===== config.mk =====
export PLATFORM = sky130hd
export DESIGN_NAME = nrc_ram
export DESIGN_NICKNAME = d
export VERILOG_FILES = /design/src/rtl/nrc_ram.sv
export SDC_FILE = /design/constraint.sdc
export NUM_CORES = 1
export LEC_CHECK = 0
export ABC_AREA = 1
export BUFFER_PORTS_ARGS = -buffer_cell sky130_fd_sc_hd__clkbuf_2
export CAP_MARGIN = 5
export CORE_MARGIN = 4
export CORE_UTILIZATION = 45
export DETAILED_ROUTE_END_ITERATION = 8
export MAX_ROUTING_LAYER = met4
export PLACE_DENSITY_LB_ADDON = 0.05
export SLEW_MARGIN = 20
export SYNTH_ARGS = -nofsm -noshare
export SYNTH_HDL_FRONTEND = slang
export SYNTH_SLANG_ARGS = --single-unit

===== constraint.sdc =====
create_clock -name clk -period 2.2 [get_ports clk]
set_input_delay 0.22 -clock clk [delete_from_list [all_inputs] [get_ports clk]]
set_output_delay 0.22 -clock clk [all_outputs]
set_load 0.005 [all_outputs]

===== src/rtl/nrc_ram.sv =====
// Generic single-write, single-read RAM with registered read data.
`timescale 1ns / 1ps
module nrc_ram #(
  parameter int WIDTH = 8,
  parameter int DEPTH = 16
) (
  input  logic                                   clk,
  input  logic                                   we,
  input  logic [((DEPTH > 1) ? $clog2(DEPTH) : 1)-1:0] waddr,
  input  logic [WIDTH-1:0]                       wdata,
  input  logic [((DEPTH > 1) ? $clog2(DEPTH) : 1)-1:0] raddr,
  output logic [WIDTH-1:0]                       rdata
);

  logic [WIDTH-1:0] mem [DEPTH];

  always_ff @(posedge clk) begin
    if (we) begin
      mem[waddr] <= wdata;
    end
    rdata <= mem[raddr];
  end

endmodule


==> impl_metrics.ini <==
[timing]
tns_ns = 0
setup_viol = 0
fmax_mhz = 808.2
maxSlewViolCount = 0
timing.final.crit_share_pct = 56.24
skew_ns = 0.005599
hold_viol = 0
min_period_ns = 1.237
worst_slew_pin_slew_ns = 0.7515
setup_slack_ns = 0.9626
slew_headroom_pct = 49.71
rsz0062_at_grt = false

[placed_design]
globalplace.congestion = 0.8132
dp_slack_ns = 0.5208
portBuffers = 25
dpl_cell_area_mm2 = 0.006066
dp_hpwl_um = 8381

[die]
initial_core_util_pct = 45.88
dieArea_mm2 = 0.01469
dieWidth_um = 121.2
core-area_mm2 = 0.01257
rows = 41
io_pins = 26
die_y_um = 121.2

[pwr]
total_power_mw = 6.032
ir_drop_mv = 0.4374
powerDensity_mw_per_mm2 = 908.3
p_leak_nw = 2.881

[route]
drt-total-wl_um = 13690
drtPass1Iterations = 5
drtIter0Drc = 439
vias_per_cell = 4.960
route.detailed.drc = 0
routedWlPerCell_um = 17.76
antenna_left = 0
dr_total_vias = 3824

[yosys]
synth_cell_types = 12
synth_flop_cell = edfxtp_1
ys_warn_count = 0
synth_top_cell_by_area = edfxtp_1
synth_most_common_cell = nand2_1
ys_ff_latch = 136
ys_seq_area_share_pct = 69.43
synth_top_area_share_pct = 66.65
async_flop_share_pct = 0
synthCells = 551
syn_area_mm2 = 0.005767
synth-edff-count = 128
yosys-top-cells-area = edfxtp_1 67%, nand2_1 11%, nand3_1 8.4%
syn_nets = 569
yosys-top-cells-count = 173 x nand2_1, 128 x edfxtp_1, 100 x inv_1
synth_area_per_cell_um2 = 10.47

[critical_path]
cp_data_required_time_ns = 2.50
reg2reg_from = mem[11][1]
critPathKind = primary input to register
path_depth = 7
critPathMostFrequentCell = nand3_1
cpPeakStageDelay_ns = 0.58
slowest_stage = buf_4
worstPathMaxFanout = 64
arrival_ns = 1.54
reg2reg_depth = 6
cp-startpoint = raddr[0]
worst-path-buf-inv = 2
startpoint_type = primary input
crit_family = buffers and inverters
cp-end-kind = register
cp_cell_sequence = clkbuf_2, buf_4, nand2_1, nand3_1, nand3_1, nand3_1, nand2_1

[final_layout]
finish.utilization_pct = 52.84
design_area_mm2 = 0.006641
area_growth_pct = 15.17
fin_nets = 604
num-fill-cells = 1140
antennaDiodeCount = 0
drive_above_1_share_pct = 11.52

[min_path]
min-delay-start = raddr[3]
whs_path_depth = 3
hp-class = primary input to register

[global_routing]
antenna_found_initial = 0
grt_overflow = 0
grt_pass1_vias = 3579
grt_pass1_wl_um = 21500
grt_max_degree = 65
globalRouteTotalUtil_pct = 20.71

[clocking]
post_cts_buffers = 0
cts_max_level = 4
root_buffer = clkbuf_16
cts_buffers = 17
clockBufferDepth = 2
hold_buffers = 0
clk_pin_slew_ns = 0.06
cts.sinks = 136
clock_latency_ns = 0.42
post_cts_resized = 0
cts_tree = done

[run]
cap_violations = 0

[outcome]
status = completed
[cells by family (layout without fill, tap and decap cells)]
group / count (synthesis) / count (layout) / share of synthesized area (%)
DFF: 136 / 136 / 69.43
buffers and inverters: 126 / 174 / 9.525
and+or+nand+nor: 289 / 289 / 21.05
[cells in the final DEF (no fill, tap or decap)]
cell,synthesis,final
inv_2,2,2
clkinvlp_4,0,2
bufinv_16,0,2
inv_1,100,100
nand3_1,97,97
nand3b_1,2,2
clkbuf_1,0,2
clkinv_2,0,3
buf_12,0,1
clkinv_1,0,3
nor2_1,17,17
clkbuf_2,0,25
clkbuf_8,0,3
edfxtp_1,128,128
nand2_1,173,173
dfxtp_1,8,8
buf_4,4,14
clkbuf_16,0,17
[state kept, by name (all words and copies together), names as in the netlist]
| register | cells |
|---|---|
| mem | 128 |
| rdata | 8 |
[where the power goes]
| group | switching, mW | internal [mW] | total, mW |
|---|---|---|---|
| registers | 0.0190 | 2.90 | 2.92 |
| logic | 0.250 | 0.100 | 0.350 |
| clock network | 1.03 | 1.74 | 2.76 |
| total | 1.30 | 4.74 | 6.03 |
[worst reg2reg max path, stage by stage (launching register included)]
cell and delay [ns]:
edfxtp_1 0.35, inv_1 0.06, nand2_1 0.04, nand3_1 0.13, nand3_1 0.13, nand3_1 0.18, nand2_1 0.07
[routing by layer]
metal  vias to the layer above  global-route usage [%]  routed length (um)
li1                       1842                       -                   -
met1                      1846                   29.74                6678
met2                       116                   28.66                5900
met3                        20                   5.221                 822
met4                         0                   7.563                 291
met5                         -                       -                   0
[final timing paths]
kind,endpoint,slack [ns]
worst max-delay path,rdata[1],0.96
worst min-delay path,rdata[0],0.22
worst max register to register,rdata[1],1.10
worst min register to register,rdata[5],0.66
[per-stage QoR]
| stage | hold WS (ns) | std cells |
|---|---|---|
| after floorplan | 0.3189 | 551 |
| after global placement | 0.5959 | 739 |
| after detailed placement | 0.5960 | 739 |
| after CTS | 0.2046 | 771 |
| after global routing | 0.2206 | 771 |
| final | 0.2180 | 771 |
[area by class of cell]
type	instances	area, um2	area share [%]
sequential	136	4004	60.29
multi-input combinational	289	1214	18.27
clock buffer	22	474.2	7.140
timing repair buffer	40	250.2	3.768
clock inverter	10	101.3	1.526
tap	172	215.2	3.240
inverter	102	382.9	5.765
No activity file was read; power rests on OpenSTA's default activity.
