### config.mk
export PLATFORM = sky130hd
export DESIGN_NAME = nrc_fnv_chain
export DESIGN_NICKNAME = d
export VERILOG_FILES = /design/src/rtl/nrc_pkg.sv /design/src/rtl/nrc_digit_cell.sv /design/src/rtl/nrc_fnv_chain.sv
export SDC_FILE = /design/constraint.sdc
export NUM_CORES = 1
export LEC_CHECK = 0
export ABC_AREA = 1
export BUFFER_PORTS_ARGS = -buffer_cell sky130_fd_sc_hd__buf_2
export CORE_MARGIN = 2
export CORE_UTILIZATION = 52
export CTS_BUF_LIST = sky130_fd_sc_hd__clkbuf_4 sky130_fd_sc_hd__clkbuf_8
export DETAILED_ROUTE_END_ITERATION = 10
export GPL_ROUTABILITY_DRIVEN = 0
export GPL_TIMING_DRIVEN = 0
export PLACE_DENSITY = 0.74
export SLEW_MARGIN = 5
export SYNTH_ARGS = -nofsm -noshare
export SYNTH_HDL_FRONTEND = slang
export SYNTH_SLANG_ARGS = --single-unit
### constraint.sdc
create_clock -name clk -period 6.1 [get_ports clk]
set_input_delay 0.61 -clock clk [delete_from_list [all_inputs] [get_ports clk]]
set_output_delay 0.61 -clock clk [all_outputs]
set_load 0.02 [all_outputs]
### src/rtl/nrc_pkg.sv
// Shared types, codes and constants of the nonce replay cache.
`timescale 1ns / 1ps
package nrc_pkg;

  localparam int NUM_SHARDS_DEF        = 16;
  localparam int ENTRIES_PER_SHARD_DEF = 8;
  localparam int NONCE_BYTES_DEF       = 8;
  localparam int TIME_BITS_DEF         = 32;

  localparam logic [63:0] FNV_OFFSET = 64'hcbf29ce484222325;

  localparam logic [3:0]  MAX_ENTRIES_RST    = 4'd8;
  localparam logic [15:0] LIFETIME_TICKS_RST = 16'd60;

  localparam logic [1:0] CMD_CHECK = 2'd0;
  localparam logic [1:0] CMD_TICK  = 2'd1;
  localparam logic [1:0] CMD_PURGE = 2'd2;

  localparam logic [1:0] STATUS_ACCEPTED = 2'd0;
  localparam logic [1:0] STATUS_REPLAY   = 2'd1;
  localparam logic [1:0] STATUS_FULL     = 2'd2;

  localparam logic REG_MAX_ENTRIES    = 1'b0;
  localparam logic REG_LIFETIME_TICKS = 1'b1;

  typedef enum logic [2:0] {
    NRC_IDLE,
    NRC_HASH,
    NRC_WALK,
    NRC_DECIDE,
    NRC_PURGE
  } nrc_state_t;

  typedef struct packed {
    logic        head_live;
    logic [63:0] hash;
  } nrc_hash_stat_t;

  // One FNV-1a round over the lowercase hex character of a digit.
  // The prime is 2^40 + 0x1b3, so the product is a sum of shifts.
  function automatic logic [63:0] fnv_step(input logic [63:0] h, input logic [3:0] digit);
    logic [7:0]  c;
    logic [63:0] x;
    begin
      c = (digit < 4'd10) ? (8'h30 + {4'd0, digit}) : (8'h57 + {4'd0, digit});
      x = h ^ {56'd0, c};
      fnv_step = (x << 40) + (x << 8) + (x << 7) + (x << 5) + (x << 4) + (x << 1) + x;
    end
  endfunction

endpackage

### src/rtl/nrc_digit_cell.sv
// One cell of the hex digit chain: holds a digit and passes it toward the head.
`timescale 1ns / 1ps
module nrc_digit_cell (
  input  logic       clk,
  input  logic       rst,
  input  logic       load,
  input  logic [3:0] load_digit,
  input  logic       load_live,
  input  logic [3:0] nbr_digit,
  input  logic       nbr_live,
  output logic [3:0] digit,
  output logic       live
);

  always_ff @(posedge clk) begin
    if (rst) begin
      live <= 1'b0;
    end else if (load) begin
      live <= load_live;
    end else begin
      live <= nbr_live;
    end
  end

  always_ff @(posedge clk) begin
    if (load) begin
      digit <= load_digit;
    end else begin
      digit <= nbr_digit;
    end
  end

endmodule

### src/rtl/nrc_fnv_chain.sv
// Hex digit chain feeding one FNV-1a round per cycle.
`timescale 1ns / 1ps
module nrc_fnv_chain #(
  parameter int NONCE_BYTES = nrc_pkg::NONCE_BYTES_DEF
) (
  input  logic                       clk,
  input  logic                       rst,
  input  logic                       load,
  input  logic [NONCE_BYTES*8-1:0]   aligned,
  input  logic [3:0]                 len,
  output nrc_pkg::nrc_hash_stat_t    stat
);

  localparam int DigitCount = 2 * NONCE_BYTES;

  logic [3:0]        digit [DigitCount+1];
  logic [DigitCount:0] live;
  logic [63:0]       hash;

  assign digit[DigitCount] = 4'd0;
  assign live[DigitCount]  = 1'b0;

  for (genvar j = 0; j < DigitCount; j++) begin : g_cell
    nrc_digit_cell u_cell (
      .clk        (clk),
      .rst        (rst),
      .load       (load),
      .load_digit (aligned[(DigitCount-1-j)*4 +: 4]),
      .load_live  (5'(j) < {len, 1'b0}),
      .nbr_digit  (digit[j+1]),
      .nbr_live   (live[j+1]),
      .digit      (digit[j]),
      .live       (live[j])
    );
  end

  always_ff @(posedge clk) begin
    if (load) begin
      hash <= nrc_pkg::FNV_OFFSET;
    end else if (live[0]) begin
      hash <= nrc_pkg::fnv_step(hash, digit[0]);
    end
  end

  assign stat.head_live = live[0];
  assign stat.hash      = hash;

endmodule

==> summary.md <==
| Metric | Value |
|---|---|
| Final period util | 93.0% |
| Vias per cell | 5.25 |
| Area leader, netlist | fa_1 |
| Setup CP Type | flip-flop to flip-flop |
| Final WL | 50500 um |
| Setup violators final | 0 |
| Post-synth top area share | 28.8% |
| TritonCTS clock tree | yes |
| Buffers added on ports | 135 |
| Most common cell after layout, fill and taps aside | nand2_1 |
| Synth top area cells | fa_1, dfxtp_1, nand2_1, inv_1, ha_1 |
| Delay-heaviest family, CP | adder cells |
| Drt wl/cell | 17.5 um |
| CP max stage cell | xnor2_1 |
| Clk_lat worst skew | 0.48 ns |
| CTS Hold Bufs | 0 |
| Drt first pass iters | 8 |
| CTS Root Cell | clkbuf_8 |
| Crit path buf inv count | 5 |
| Clock buffer depth | 2 |
| P&R area growth vs syn | 9.46% |
| Status | completed |
| RSZ-0062 raised after global routing | false |
| Cell Area, Placed | 18000 sq um |
| Hold Violations, Final | 0 |
| DRT antenna net count | 0 |
| All-Layer GR Usage | 31.2% |
| Hold Startpoint | aligned[1] |
| Antenna cells | 0 |
| Post-route design area | 18400 sq um |
| Setup TNS | 0 ns |
| Hold path endpoint | g_cell[15].u_cell.digit[1] |
| DRC Markers | 0 |
| Fillers | 3046 |
| Seq/Total Area, Yosys | 17.1% |
| Detailed-route via count | 15200 |
| Clk sinks | 144 |
| Synth Instances | 2325 |
| Max_cap viols | 0 |
| Reg clk slew, reported paths | 0.10 ns |
| Postcts setup bufs | 0 |
| Crit path cell chain | inv_1, ha_1, inv_1, o21ai_0, xnor2_1, inv_1, ha_1, xor2_1, fa_1, inv_1, fa_1, ha_1, ha_1, nand2_1, nor2_1, nand2_1, nor3_1, nand2_1, nand3_1, nand2_1, nand3_1, nand3_1, nand2_1, inv_1 |
| Hold path depth | 3 |
| Most frequent cells in the layout | nand2_1, inv_1, fa_1 |
| H-tree Lvls | 4 |
| Register bit total from synthesis | 144 |
| Initial core utilization | 53.0% |
| Fmax | 176 MHz |
| Crit. End Element | flip-flop |
| Synth Warn # | 0 |
| Worst R2R Path Depth | 24 |
| Multi-input logic area | 11800 sq um |
| Largest net degree at the start of global routing | 17 |
| CP startpoint kind | flip-flop |
| Die Width | 184 um |
| Mean post-synth cell area | 7.23 sq um |
| Gr ovfl total | 0 |
| Reg area | 2880 sq um |
| Worst reg-to-reg setup slack | 0.43 ns |
| DR iter-0 viols | 1674 |
| DPL Wire Length | 41300 um |
| Crit path max fanout | 5 |
| Synth unique cells | 36 |
| Critical path data arrival time | 6.05 ns |
| Worst hold path type | input pin to flip-flop |
| Number of gates resized after CTS | 0 |
| Vias in the first global route | 14900 |
| Final min period | 5.67 ns |
| DIE AREA | 33800 sq um |
| Max Slew Vio Count | 0 |
| Die H | 184 um |
| Final Skew | 0.0192 ns |
| Slowest stage delay, CP | 0.51 ns |
| Worst reg2reg startpoint | g_cell[0].u_cell.digit[0] |
| Initial antenna violation count | 0 |
| CTS Buf Count | 17 |
| Core area | 31700 sq um |
| I/O pins | 136 |
| Syn Nets | 2750 |
| Critical R2R Capture | hash[35] |
| First-pass GRT wire length | 79600 um |
| Layout cells sized above 1 | 7.58% |
| Worst Tran Pin Value | 1.01 ns |
| Floorplan row count | 65 |
| Nets@finish | 2904 |
| Rel. slew slack | 32.8% |
| Fin util | 58.0% |
| Critical Path RT | 6.48 ns |
| Synth Cell Area | 16800 sq um |
Yosys cell counts (all sizes together):
master    n
a21oi    85
a31oi     2
xnor2    11
fa      242
o211ai    2
o31ai     2
o21ai    49
dfxtp   144
buf       8
and2      6
nand3   101
or2       5
nor2    159
ha      112
clkbuf   31
xor2     33
o311ai    1
nand4    18
clkinv    1
a21o      6
inv     519
nand2   756
nand3b    5
nor3     16
o21bai   11
worst register-to-register path, stage by stage, from the launching register on:
cell and delay (ns):
dfxtp_1 0.45, inv_1 0.07, ha_1 0.23, inv_1 0.05, o21ai_0 0.08, xnor2_1 0.51, inv_1 0.28, ha_1 0.37
xor2_1 0.17, fa_1 0.50, inv_1 0.05, fa_1 0.47, ha_1 0.31, ha_1 0.40, nand2_1 0.13, nor2_1 0.45
nand2_1 0.11, nor3_1 0.20, nand2_1 0.09, nand3_1 0.20, nand2_1 0.14, nand3_1 0.09, nand3_1 0.08, nand2_1 0.10
inv_1 0.04
logic make-up (layout without fill, tap and decap cells):
family                   count (synthesis)  count (layout)  share of synthesized area, %
buffers and inverters                  559             726                          12.5
AND/OR/NAND/NOR                       1066            1066                          25.4
XOR/XNOR                                44              44                          2.63
adder cells (fa/ha/maj)                354             354                          37.2
flip-flops                             144             144                          17.1
AO/OA/AOI/OAI                          158             158                          5.21
layer usage:
metal	vias to the layer above	wire length, um	share of wire [%]	GRT usage [%]
li1	7210	-	-	-
met1	7105	20400	40	41.6
met2	734	21900	43	48.3
met3	153	5420	11	7.33
met4	0	2740	5.4	14.1
met5	-	0	0	0
sequential cells by signal (all words and copies together), names as in the netlist:
register             cells
g_cell.u_cell.live      16
g_cell.u_cell.digit     64
hash                    64
how the worst max path moves through the flow:
stage,start,end,slack (ns),cells past startpoint
6_report,g_cell[0].u_cell.digit[0],hash[35],0.43,24
2_1_floorplan,g_cell[0].u_cell.digit[0],hash[32],1.59,24
3_3_place_gp,g_cell[0].u_cell.digit[0],hash[35],0.58,24
4_1_cts,g_cell[0].u_cell.digit[0],hash[35],0.53,24
3_5_place_dp,g_cell[0].u_cell.digit[0],hash[61],0.55,27
5_1_grt,g_cell[0].u_cell.digit[0],hash[61],0.15,24
per-stage QoR:
stage	hold WS, ns	setup slack (ns)	std cells
floorplan	0.396	1.59	2325
global placement	0.400	0.585	2862
detailed placement	0.402	0.546	2862
CTS	0.303	0.526	2894
global route	0.318	0.146	2894
finish	0.312	0.427	2894
layout make-up:
cell class                      count  area share, %
Sequential cell                   144           15.7
Buffer                             39          0.816
Clock buffer                       18           1.31
Multi-Input combinational cell   1622           64.3
Clock inverter                     14          0.925
Inverter                          520           10.6
Timing Repair Buffer              135           3.67
Tap cell                          402           2.73
Power is left out: the tool's default activity adds up to more than one toggle a clock period on the data nets, which glitch-free logic cannot reach.
